`src/hdl/ewms_pkg.sv`:
```
// Shared types, widths and constants of the weighted mean and variance unit.
package ewms_pkg;

    localparam int SampleW    = 16;
    localparam int DecayW     = 16;
    localparam int MeanW      = 32;
    localparam int VarW       = 46;
    localparam int RootW      = 23;
    localparam int CountW     = 32;
    localparam int SqrtSteps  = 23;
    localparam int BitW       = VarW - 1;
    localparam int FifoDepth  = 4;

    localparam logic [DecayW-1:0] DecayReset = 16'd58982;

    typedef struct packed {
        logic signed [SampleW-1:0] sample;
        logic                      invalid;
    } t_item;

    typedef struct packed {
        logic                     status;
        logic signed [MeanW-1:0]  mean;
        logic        [VarW-1:0]   variance;
        logic        [CountW-1:0] count;
    } t_result;

    typedef enum logic [2:0] {
        U_IDLE,
        U_MUL1,
        U_MUL2,
        U_MSQ,
        U_CMP,
        U_HOLD
    } t_upd_state;

    typedef enum logic [1:0] {
        S_IDLE,
        S_RUN,
        S_DONE
    } t_sqrt_state;

endpackage

```
`src/hdl/ewms_sqrt.sv`:
```
// Back end root unit: bit-serial integer square root and the result register.
module ewms_sqrt (
    input  logic                                i_clk,
    input  logic                                i_rst_n,
    input  logic                                i_res_valid,
    input  ewms_pkg::t_result                   i_res,
    output logic                                o_res_stall,
    output logic                                o_valid,
    input  logic                                i_stall,
    output logic                                o_status,
    output logic signed [ewms_pkg::MeanW-1:0]   o_mean,
    output logic        [ewms_pkg::VarW-1:0]    o_variance,
    output logic        [ewms_pkg::RootW-1:0]   o_std_deviation,
    output logic        [ewms_pkg::CountW-1:0]  o_update_count
);

    localparam int StepW = $clog2(ewms_pkg::SqrtSteps);

    ewms_pkg::t_sqrt_state r_state, n_state;

    ewms_pkg::t_result           r_res;
    logic [ewms_pkg::VarW-1:0]   r_rem, n_rem;
    logic [ewms_pkg::VarW:0]     r_root, n_root;
    logic [ewms_pkg::BitW-1:0]   r_bit;
    logic [StepW-1:0]            r_step;
    logic [ewms_pkg::VarW:0]     n_trial;
    logic                        last_step;

    assign last_step = (r_step == StepW'(ewms_pkg::SqrtSteps - 1));

    // one root bit per cycle: try root + bit against the remainder
    assign n_trial = r_root + {2'b00, r_bit};
    always_comb begin
        if ({1'b0, r_rem} >= n_trial) begin
            n_rem  = r_rem - n_trial[ewms_pkg::VarW-1:0];
            n_root = (r_root >> 1) + {2'b00, r_bit};
        end else begin
            n_rem  = r_rem;
            n_root = r_root >> 1;
        end
    end

    always_comb begin
        n_state = r_state;
        case (r_state)
            ewms_pkg::S_IDLE: if (i_res_valid) n_state = ewms_pkg::S_RUN;
            ewms_pkg::S_RUN:  if (last_step) n_state = ewms_pkg::S_DONE;
            ewms_pkg::S_DONE: if (!i_stall) n_state = ewms_pkg::S_IDLE;
            default:          n_state = ewms_pkg::S_IDLE;
        endcase
    end

    always_comb begin
        o_res_stall = 1'b1;
        o_valid     = 1'b0;
        case (r_state)
            ewms_pkg::S_IDLE: o_res_stall = 1'b0;
            ewms_pkg::S_DONE: o_valid     = 1'b1;
            default: begin
                o_res_stall = 1'b1;
                o_valid     = 1'b0;
            end
        endcase
    end

    assign o_status        = r_res.status;
    assign o_mean          = r_res.mean;
    assign o_variance      = r_res.variance;
    assign o_update_count  = r_res.count;
    assign o_std_deviation = r_root[ewms_pkg::RootW-1:0];

    always_ff @(posedge i_clk) begin
        if (!i_rst_n) begin
            r_state <= ewms_pkg::S_IDLE;
        end else begin
            r_state <= n_state;
        end
    end

    always_ff @(posedge i_clk) begin
        case (r_state)
            ewms_pkg::S_IDLE: begin
                if (i_res_valid) begin
                    r_res  <= i_res;
                    r_rem  <= i_res.variance;
                    r_root <= '0;
                    r_bit  <= {1'b1, {(ewms_pkg::BitW - 1){1'b0}}};
                    r_step <= '0;
                end
            end
            ewms_pkg::S_RUN: begin
                r_rem  <= n_rem;
                r_root <= n_root;
                r_bit  <= r_bit >> 2;
                r_step <= r_step + StepW'(1);
            end
            default: begin
                r_step <= r_step;
            end
        endcase
    end

    a_run_done: assert property (@(posedge i_clk) disable iff (!i_rst_n)
        (r_state == ewms_pkg::S_RUN && last_step) |=> (r_state == ewms_pkg::S_DONE))
        else $error("root loop overran its step count");

    a_bit_spent: assert property (@(posedge i_clk) disable iff (!i_rst_n)
        (r_state == ewms_pkg::S_DONE) |-> (r_bit == '0))
        else $error("root finished with bits left");

    a_root_range: assert property (@(posedge i_clk) disable iff (!i_rst_n)
        o_valid |-> (r_root[ewms_pkg::VarW:ewms_pkg::RootW] == '0))
        else $error("root wider than its field");

    a_hold_root: assert property (@(posedge i_clk) disable iff (!i_rst_n)
        (o_valid && i_stall) |=> $stable(r_root))
        else $error("root changed while result waited");

endmodule

```
`config.mk`:
```
export PLATFORM = sky130hd
export DESIGN_NAME = ewms_sqrt
export DESIGN_NICKNAME = d
export VERILOG_FILES = /design/src/hdl/ewms_pkg.sv /design/src/hdl/ewms_sqrt.sv
export SDC_FILE = /design/constraint.sdc
export NUM_CORES = 1
export LEC_CHECK = 0
export ABC_AREA = 1
export BUFFER_PORTS_ARGS = -buffer_cell sky130_fd_sc_hd__buf_2
export CORE_UTILIZATION = 49
export CTS_CLUSTER_DIAMETER = 120
export CTS_CLUSTER_SIZE = 28
export DETAILED_ROUTE_END_ITERATION = 16
export GPL_TIMING_DRIVEN = 0
export PLACE_DENSITY = 0.73
export SLEW_MARGIN = 20
export SYNTH_ARGS = -nofsm -noshare
export SYNTH_HDL_FRONTEND = slang
export SYNTH_SLANG_ARGS = --single-unit
```
`constraint.sdc`:
```
create_clock -name i_clk -period 8.55 [get_ports i_clk]
set_clock_uncertainty 0.05 [all_clocks]
set_input_delay 0.855 -clock i_clk [delete_from_list [all_inputs] [get_ports i_clk]]
set_output_delay 0.855 -clock i_clk [all_outputs]
set_load 0.03 [all_outputs]
```
==> results.md <==
* Largest net degree at the start of global routing at 58
* Worst Tran Pin Value at 1050 ps
* Number of flops mapped to enable cells by yosys at 232
* Sequential-to-total area share from yosys stat at 42.3%
* Post-CTS Setup Inserts at 0
* Worst Path Required at 8640 ps
* Post-route DRC at 0
* Post-Syn Area per Cell at 8.03 sq um
* HPWL Detailed at 43.6 mm
* GRT overflow at 0
* Post-synth top area cell: edfxtp_1
* Vias per inst at 5.47
* Endpoints failing hold at 0
* Critical path endpoint category: register
* Max Cap Viol at 0
* P_sw at 2370 uW
* Hold Buf Count CTS at 0
* Core area at 32900 sq um
* Gpl congestion at 0.938
* Sink Count at 234
* CP max stage delay at 770 ps
* Met3 Resource Use GR at 2.70%
* Slew HR at 29.8%
* Synth Flop Type: edfxtp_1
* Wirelength per Cell at 18.9 um
* Layout Utilization at 57.5%
* Vias at 15200
* Routed Antenna Nets at 0
* Distinct cells, synth at 51
* Cell mode on critical path: nand2_1
* Die Wd at 186 um
* Routed wire length at 52.6 mm
* Vias in the first global route at 14700
* Fin crit share at 75.4%
* Port bufs at 250
* Fmax at 155 MHz
* Top fanout value on the critical path at 46
* Layout cells sized above 1 at 15.6%
* Clock share of power at 13.0%
* Synth Instances at 2064
* Setup_tns at 0 ps
* Resize count post-CTS at 0
* CTS tree: done
* Sw Share at 46.8%
* Total chip power at 5070 uW
* Finished Cell Area at 18900 sq um
* Endpoints failing setup at 0
* Worst setup SP type: register
* Total clock buffers created by CTS at 12
* Synth-to-Final Area Change at 14.0%
* Crit Path Category: reg2reg
* Critical R2R Launch: r_root[10]
* Slowest CP cell: nor3_1
* Hold Worst Slack at 463 ps
* Yosys warnings at 0
* Clock Latency Late Sink at 500 ps
* Hold Path End: o_update_count[6]
* GRT Total Usage at 30.0%
* Clock buffer depth at 3
* Number of DRC violations after detailed-routing iteration 0 at 1197
* First-pass GRT wire length at 78.3 mm
* Internal at 2690 uW
* Power Dens Cells at 268 nW/um^2
* Io pins at 251
* Drt pass-1 iters at 6
* CP delay by family, top: simple AND/OR/NAND/NOR gates
* Root Buffer: clkbuf_16
* Crit path time final at 6450 ps
* Hold Path Depth at 1
* Worst r2r path cells at 28
* Flop2flop setup slack at 2100 ps
* Initial antenna violation count at 0
* R2r endpoint: r_rem[6]
* Status: complete, no violations
* Syn nets at 2276
* Share of the synthesized area in the top cell type at 42.1%
* Post-Syn Area at 16600 sq um
* GR Util met2 at 53.2%
* Row count at 66
* Final Max Slew Viols at 0
* Nets at 2545
* Worst Min Path Start: i_res[6]
* Sequential share of power at 32.7%
* Placed inst area at 18500 sq um
* Post-synth ARST share at 0%
* Worst min path class: in2reg
* RSZ-0062 raised after global routing: false
* Die ar. at 34500 sq um
* Worst EP arrival at 6540 ps
* Initial core utilization at 50.4%
* Static leakage at 0.00801 uW
* Register bit total from synthesis at 234
* Maximum vdd drop at 0.173 mV
* Buf/Inv on CP at 3
* Comb pwr share at 54.4%
* Clock transition at path regs at 120 ps
* Die H at 186 um
* Ranking of synthesized cells by area: edfxtp_1 (42%), nand2_1 (11%), ha_1 (7.3%), inv_1 (5.5%), nor2_1 (5.3%)
* H-tree Lvls at 1
* GRT busiest layer: met2
* Met1 Use GR at 37.2%
-- layer usage --
| layer | up-vias | share of wire, % |
|---|---|---|
| li1 | 7514 | - |
| met1 | 7077 | 42 |
| met2 | 528 | 48 |
| met3 | 98 | 5.9 |
| met4 | 0 | 4.4 |
| met5 | - | 0 |
-- state kept, by name, indices dropped and copies added, names as in the netlist --
signal	flops
o_update_count	32
o_status	1
r_root	47
r_bit	23
r_state	2
r_step	5
o_variance	46
o_mean	32
r_rem	46
-- cells in the mapped netlist (5+ instances only) --
cell and instances:
nand2_1 495, inv_1 244, nor2_1 235, edfxtp_1 232, o21ai_0 137, a21oi_1 121
nand3_1 109, ha_1 96, xor2_1 59, xnor2_1 52, nand4_1 47, buf_4 26
nor3_1 26, a31oi_1 24, o21bai_1 18, clkbuf_1 17, or2_2 12, nand2_2 11
a21oi_2 10, buf_2 10, nor4_1 10, a21o_1 9, nand3b_1 6, nor2_2 5
-- stage by stage --
| step | cells | setup slack [ps] |
|---|---|---|
| final | 2781 | 2100 |
| after global placement | 2756 | -1970 |
| after floorplan | 2064 | 396 |
| after detailed placement | 2761 | 2250 |
| after global routing | 2780 | 1710 |
| after CTS | 2780 | 2220 |
-- worst max path at each step --
stage	startpoint	to	slack, ps	cells past startpoint
floorplan	i_res_valid	r_bit[0]	400	4
global placement	i_res_valid	r_root[10]	-1970	5
detailed placement	r_root[10]	r_rem[8]	2250	28
CTS	r_root[10]	r_rem[28]	2220	28
global route	r_root[10]	r_rem[21]	1710	28
finish	r_root[10]	r_rem[6]	2100	28
-- logic make-up (layout without fill, tap and decap cells) --
kind of cell,count (synthesis),count (layout),synth area share [%]
buf+inv,308,582,7.83
fa+ha+maj,97,97,7.37
compound gates,349,349,11.9
other cells,0,1,0
xor+xnor,111,111,5.87
flops,234,234,42.3
simple gates,965,965,24.7
-- placed cells by master, fill, tap and decap left out, types with 59 or more instances in the layout --
cell / instances
nand2_1: 493
buf_2: 260
inv_1: 244
nor2_1: 234
edfxtp_1: 232
o21ai_0: 137
a21oi_1: 121
nand3_1: 109
ha_1: 96
xor2_1: 59
-- layout make-up --
type	instances	area, sq um
diodes	1	2.50
plain buffers	60	365
clock buffers	16	337
clock inverters	3	22.5
fillers	3186	14000
inverters	248	931
multi-input cells	1522	8280
flip-flops and latches	234	7010
well taps	442	553
repair buffers	255	1380
-- power by group through the flow --
stage	registers [uW]	clock network [uW]	logic, uW
5_1_grt	1670	700	3030
3_3_place_gp	1690	0	2680
6_report	1660	657	2750
4_1_cts	1650	670	2730
3_5_place_dp	1670	0	2720
2_1_floorplan	1710	0	1880
No activity file was read; power rests on OpenSTA's default activity.
