File: src/hdl/ewms_pkg.sv
// Shared types, widths and constants of the weighted mean and variance unit.
package ewms_pkg;

    localparam int SampleW    = 16;
    localparam int DecayW     = 16;
    localparam int MeanW      = 32;
    localparam int VarW       = 46;
    localparam int RootW      = 23;
    localparam int CountW     = 32;
    localparam int SqrtSteps  = 23;
    localparam int BitW       = VarW - 1;
    localparam int FifoDepth  = 4;

    localparam logic [DecayW-1:0] DecayReset = 16'd58982;

    typedef struct packed {
        logic signed [SampleW-1:0] sample;
        logic                      invalid;
    } t_item;

    typedef struct packed {
        logic                     status;
        logic signed [MeanW-1:0]  mean;
        logic        [VarW-1:0]   variance;
        logic        [CountW-1:0] count;
    } t_result;

    typedef enum logic [2:0] {
        U_IDLE,
        U_MUL1,
        U_MUL2,
        U_MSQ,
        U_CMP,
        U_HOLD
    } t_upd_state;

    typedef enum logic [1:0] {
        S_IDLE,
        S_RUN,
        S_DONE
    } t_sqrt_state;

endpackage

File: src/hdl/ewms_front.sv
// Front end: accepts samples, classifies them by the decay setting and queues them.
module ewms_front #(
    parameter int DEPTH = ewms_pkg::FifoDepth
) (
    input  logic                                i_clk,
    input  logic                                i_rst_n,
    input  logic                                i_valid,
    input  logic signed [ewms_pkg::SampleW-1:0] i_sample,
    input  logic        [ewms_pkg::DecayW-1:0]  i_decay,
    output logic                                o_stall,
    output logic                                o_item_valid,
    output ewms_pkg::t_item                     o_item,
    input  logic                                i_pop
);

    localparam int AW = $clog2(DEPTH);
    localparam int CW = $clog2(DEPTH + 1);

    ewms_pkg::t_item r_mem [DEPTH];
    logic [AW-1:0]   r_wr_ptr, n_wr_ptr;
    logic [AW-1:0]   r_rd_ptr, n_rd_ptr;
    logic [CW-1:0]   r_count, n_count;
    logic            push;
    logic            pop;
    ewms_pkg::t_item new_item;

    assign o_stall      = (r_count == CW'(DEPTH));
    assign o_item_valid = (r_count != '0);
    assign o_item       = r_mem[r_rd_ptr];
    assign push         = i_valid && !o_stall;
    assign pop          = i_pop && o_item_valid;

    // tag the item now; a zero decay means it passes through without an update
    assign new_item.sample  = i_sample;
    assign new_item.invalid = (i_decay == '0);

    always_comb begin
        n_wr_ptr = r_wr_ptr;
        n_rd_ptr = r_rd_ptr;
        n_count  = r_count;
        if (push) begin
            n_wr_ptr = (r_wr_ptr == AW'(DEPTH - 1)) ? '0 : r_wr_ptr + AW'(1);
        end
        if (pop) begin
            n_rd_ptr = (r_rd_ptr == AW'(DEPTH - 1)) ? '0 : r_rd_ptr + AW'(1);
        end
        if (push && !pop) begin
            n_count = r_count + CW'(1);
        end else if (pop && !push) begin
            n_count = r_count - CW'(1);
        end
    end

    always_ff @(posedge i_clk) begin
        if (!i_rst_n) begin
            r_wr_ptr <= '0;
            r_rd_ptr <= '0;
            r_count  <= '0;
        end else begin
            r_wr_ptr <= n_wr_ptr;
            r_rd_ptr <= n_rd_ptr;
            r_count  <= n_count;
        end
    end

    always_ff @(posedge i_clk) begin
        if (push) begin
            r_mem[r_wr_ptr] <= new_item;
        end
    end

    a_count_bound: assert property (@(posedge i_clk) disable iff (!i_rst_n)
        r_count <= CW'(DEPTH))
        else $error("queue count above depth");

    a_count_up: assert property (@(posedge i_clk) disable iff (!i_rst_n)
        (push && !pop) |=> r_count == $past(r_count) + CW'(1))
        else $error("queue count missed a push");

    a_ptr_sync: assert property (@(posedge i_clk) disable iff (!i_rst_n)
        (r_count == '0) |-> (r_wr_ptr == r_rd_ptr))
        else $error("empty queue with pointers apart");

endmodule

File: config.mk
export PLATFORM = sky130hd
export DESIGN_NAME = ewms_front
export DESIGN_NICKNAME = d
export VERILOG_FILES = /design/src/hdl/ewms_pkg.sv /design/src/hdl/ewms_front.sv
export SDC_FILE = /design/constraint.sdc
export NUM_CORES = 1
export LEC_CHECK = 0
export BUFFER_PORTS_ARGS = -buffer_cell sky130_fd_sc_hd__buf_4
export CAP_MARGIN = 20
export CORE_MARGIN = 1.5
export CORE_UTILIZATION = 34
export DETAILED_ROUTE_END_ITERATION = 7
export PLACE_DENSITY_LB_ADDON = 0.25
export SYNTH_ARGS = -nofsm -noshare
export SYNTH_HDL_FRONTEND = slang
export SYNTH_SLANG_ARGS = --single-unit
File: constraint.sdc
create_clock -name i_clk -period 3.16 [get_ports i_clk]
set_input_delay 0.632 -clock i_clk [delete_from_list [all_inputs] [get_ports i_clk]]
set_output_delay 0.632 -clock i_clk [all_outputs]
set_load 0.02 [all_outputs]
==> impl_summary.md <==
Hold path
The worst hold path begins at i_sample[13]. The path with the worst hold slack has its endpoint at r_mem[0][14]. The count of cells along the worst hold path is 1.

The min-delay analysis places its worst path in the category in2reg.

Setup path
For this run, the slowest stage of the critical path takes ~610 ps. The signal on the critical path passes through buf_4, mux4_1, buf_4. The critical path's slowest cell is sky130_fd_sc_hd__mux4_1. The kind of cell with the highest combined delay along the critical path is multiplexers. The worst setup path is launched from a register. The endpoint identified for the worst register-to-register timing path is r_count[2].

The critical path's most frequent cell is sky130_fd_sc_hd__buf_4. For the worst setup path, the data required time is about 2500 ps. The worst setup path is captured at a primary output. The worst register-to-register path has a depth of 7. Counting buffers and inverters, the worst setup path is 3 cells deep. In this run the critical register-to-register path is launched from r_count[0]. STA puts the critical path data arrival time at roughly 1700 ps. Counting both buffers and inverters, the worst setup path holds a total of 2. The critical setup path kind is reg2out. The setup slack of the most critical reg-to-reg path is approximately 850 ps.

Along the worst path, the maximum fanout reaches 9.

Power and ir drop
In this run the power spent charging and discharging nets is 0.815 mW. The fraction of power spent switching nets is around 30%. For this design the ratio of total power to cell area is 735 nW/um^2. Registers are responsible for between 40% and 50% of the overall power.

The internal power is 1.93 mW. The clock network is responsible for a little under a quarter of the overall power. The combinational cell fraction of total power is between 20% and 30%. The static leakage is between 1 and 1.5 nW. The worst-case IR drop observed on VDD is around 0.00034 V.

Route
Wires add up to ~5000 um. In the final routed layout, each cell accounts on average for between 15 and 20 um. The detailed-router iteration count before antenna repair is 4. The post-detailed-route DRC marker count is 0. The total length of routed met3 wires is ~240 um. The routed length on met2 is around 2700 um. The remaining number of nets flagged by the antenna check after routing is 0. After detailed routing, the wire length on met1 is around 2100 um. After detailed routing, the number of vias per cell comes to approximately 4.7.

The highest layer touched by signal routing is met4. For this block, the via count after detailed routing is ~1500. The first routing iteration left between 70 and 80 violations.

Flow run
The number of maximum-capacitance violations is 0.

STA
Adding up every negative setup slack in the final design gives 0 ps. Across all hold checks on the routed design, the worst slack comes to slightly below 500 ps. Setup repair after global routing left no endpoint under its margin. Based on the critical path, the design can be clocked at up to ~430 MHz. The number of slew-limit violations in the final report is 0. For the pin with the worst max-slew slack, the measured transition is around 520 ps. The final number of setup-violating endpoints is 0. For the final database, setup skew stands at between 10 and 15 ps. In the finished design, the share of the clock period the worst path needs comes to between 70% and 80%. The total count of hold-check failures in the final report is 0. Headroom to the max-slew limit came out at 64.9%.

After layout, the minimum clock period comes to between 2000 and 2500 ps.

Final layout
The number of antenna diodes in the final layout is 0. The fraction of layout cells with a size suffix above 1 is about two fifths. At the end of the flow, the number of nets in the layout was ~260.

Relative to the synthesized area, the layout overhead comes to 24.1%.

Floorplanning
From bottom edge to top edge, the die measures slightly below 100 um. The row count is 34. Pin placement for this block handled 55 I/O pins. The die is a little under 100 um wide. The placeable core region is ~8600 um^2. The floorplan step defined a die boundary enclosing between 9000 and 10000 um^2. The initial core utilization is roughly a third.

Synth
The post-synthesis share of cell area spent on full adders, half adders and majority gates is between 3 and 4%. The synthesized cell area is between 3000 and 4000 um^2. The sequential cell area fraction in the yosys report is between 70% and 80%.

The main combinational cell family by area after synthesis is multiplexers. The total of flip-flops plus latches after synthesis is 77. The area share of xor/xnor cells in the synthesized design is less than 1%.

The synthesized netlist devotes 0.998% of its cell area to compound gates. The synthesized instance count is roughly 150. The yosys synthesis warning count is 0. The synthesized netlist contains 26 unique library cells. The fraction of the mapped netlist area in simple logic gates is under 10%.

The share of synthesized area in the top cell type comes to 67.9%. sky130_fd_sc_hd__edfxtp_1 takes more of the synthesized area than any other cell. A synthesized cell averages about 21 um^2. When the netlist entered floorplanning its net count stood at between 150 and 200.

Ranked by total cell area, the synthesized netlist is headed by sky130_fd_sc_hd__edfxtp_1 (68%), sky130_fd_sc_hd__mux4_2 (7.5%), sky130_fd_sc_hd__mux4_1 (6.1%), sky130_fd_sc_hd__dfxtp_1 (6.0%), sky130_fd_sc_hd__ha_1 (2.5%). The multiplexer area fraction after synthesis is approximately 15%.

Clock network
The quantity of gates resized following cts is 0. The buffer levels on the longest clock path is 2. The post-CTS repair timing setup buffer count is 0. The clock root buffer master is sky130_fd_sc_hd__clkbuf_8. Clock tree synthesis inserted a total of 9 buffers. Clock-pin slew was measured on the worst setup and hold paths at 80 ps. The cts-stage hold buffer count is 0. Clock latency on the worst-skew pair, taken at its later pin, is roughly 340 ps.

The number of levels the H-tree was split into is 3. The number of clock sinks is 77. TritonCTS built the clock tree.

Global routing
The total overflow left after global routing is 0. The number of global-route vias before repair is 1568. The pin count of the biggest net entering global routing is 18. The first global-routing pass estimated roughly 8100 um of wire. The initial antenna violation count is 0.

For this run, the total global-route usage over all layers was measured as 11.5%.

Placed design
The placed wire-length estimate after detailed placement is approximately 3300 um. Routability-driven placement finished with a final weighted congestion of approximately 0.7. The number of input and output port buffers inserted is 54.

Run status
The flow ran to the end, and the final reports show no timing, DRC or antenna violations.
-- stage by stage --
| step | setup slack (ps) | util (%) | instance area, um^2 | total power [mW] | std cells |
|---|---|---|---|---|---|
| floorplan | 1010 | - | 3010 | 1.85 | 145 |
| global placement | 889 | 41.2 | 3560 | 2.15 | 309 |
| detailed placement | 840 | 41.2 | 3560 | 2.15 | 309 |
| CTS | 805 | 43.2 | 3730 | 2.79 | 325 |
| global route | 606 | 43.2 | 3730 | 2.89 | 325 |
| finish | 846 | 43.2 | 3730 | 2.74 | 325 |
-- synth_stat cells --
master,number
sky130_fd_sc_hd__nor2b_1,2
sky130_fd_sc_hd__clkbuf_1,1
sky130_fd_sc_hd__mux2i_1,3
sky130_fd_sc_hd__nor4_1,4
sky130_fd_sc_hd__buf_12,1
sky130_fd_sc_hd__o31ai_1,1
sky130_fd_sc_hd__buf_6,1
sky130_fd_sc_hd__fa_1,1
sky130_fd_sc_hd__nand3_1,2
sky130_fd_sc_hd__a21boi_0,1
sky130_fd_sc_hd__or3_1,2
sky130_fd_sc_hd__and2_1,5
sky130_fd_sc_hd__xor2_1,1
sky130_fd_sc_hd__nor3b_2,1
sky130_fd_sc_hd__edfxtp_1,68
sky130_fd_sc_hd__dfxtp_1,9
sky130_fd_sc_hd__and4_1,1
sky130_fd_sc_hd__o21ai_0,3
sky130_fd_sc_hd__inv_1,3
sky130_fd_sc_hd__nand2_1,6
sky130_fd_sc_hd__buf_2,3
sky130_fd_sc_hd__nor2_1,2
sky130_fd_sc_hd__ha_1,6
sky130_fd_sc_hd__mux4_2,10
sky130_fd_sc_hd__xnor2_1,1
sky130_fd_sc_hd__mux4_1,7
-- power by group through the flow --
| stage | logic, mW | clock network [mW] | registers (mW) |
|---|---|---|---|
| 4_1_cts | 0.834 | 0.654 | 1.30 |
| 6_report | 0.815 | 0.633 | 1.30 |
| 5_1_grt | 0.879 | 0.698 | 1.31 |
| 3_5_place_dp | 0.831 | 0 | 1.32 |
| 3_3_place_gp | 0.832 | 0 | 1.31 |
| 2_1_floorplan | 0.548 | 0 | 1.30 |
-- worst max-delay path by stage --
stage                           from          to
after floorplan              i_valid  r_count[2]
after global placement         i_pop  r_count[2]
after detailed placement       i_pop  r_count[2]
after CTS                 r_count[0]  r_count[2]
after global routing      r_count[0]  r_count[2]
final                       register  o_item[12]
-- state kept, by name, indices dropped and copies added (netlist names), named ones only --
register	cells
r_rd_ptr	2
r_wr_ptr	2
r_count	3
r_mem	68
-- per-layer routing --
metal / up-vias / GRT usage, %
met5: - / 0
met4: 0 / 3.68
met3: 5 / 4.53
met2: 33 / 19.2
met1: 771 / 13.6
li1: 722 / -
-- area by class of cell --
type,instances,area [um^2]
fillers,779,4900
flip-flops and latches,77,2220
multi-input cells,59,724
repair buffers,62,465
well taps,108,135
clock buffers,9,124
clock inverters,7,50.0
inverters,3,11.3
-- kinds of logic (layout without fill, tap and decap cells) --
| logic type | Yosys count | after routing |
|---|---|---|
| AOI/OAI and AO/OA | 5 | 5 |
| muxes | 20 | 20 |
| and+or+nand+nor | 25 | 25 |
| xor gates and xnor gates | 2 | 2 |
| adders and majority gates | 7 | 7 |
| DFF | 77 | 77 |
| buffers and inverters | 9 | 81 |
-- layout by cell type (no fill, tap or decap), drive strengths merged, types with 2 or more instances in the layout --
| cell | n |
|---|---|
| mux4 | 17 |
| buf | 62 |
| inv | 4 |
| edfxtp | 68 |
| nor4 | 4 |
| o21ai | 3 |
| and2 | 5 |
| dfxtp | 9 |
| ha | 6 |
| nand2 | 6 |
| nor2b | 2 |
| nand3 | 2 |
| clkbuf | 9 |
| clkinv | 4 |
| mux2i | 3 |
| nor2 | 2 |
| clkinvlp | 2 |
| or3 | 2 |
Power figures use the tool's default switching activity.
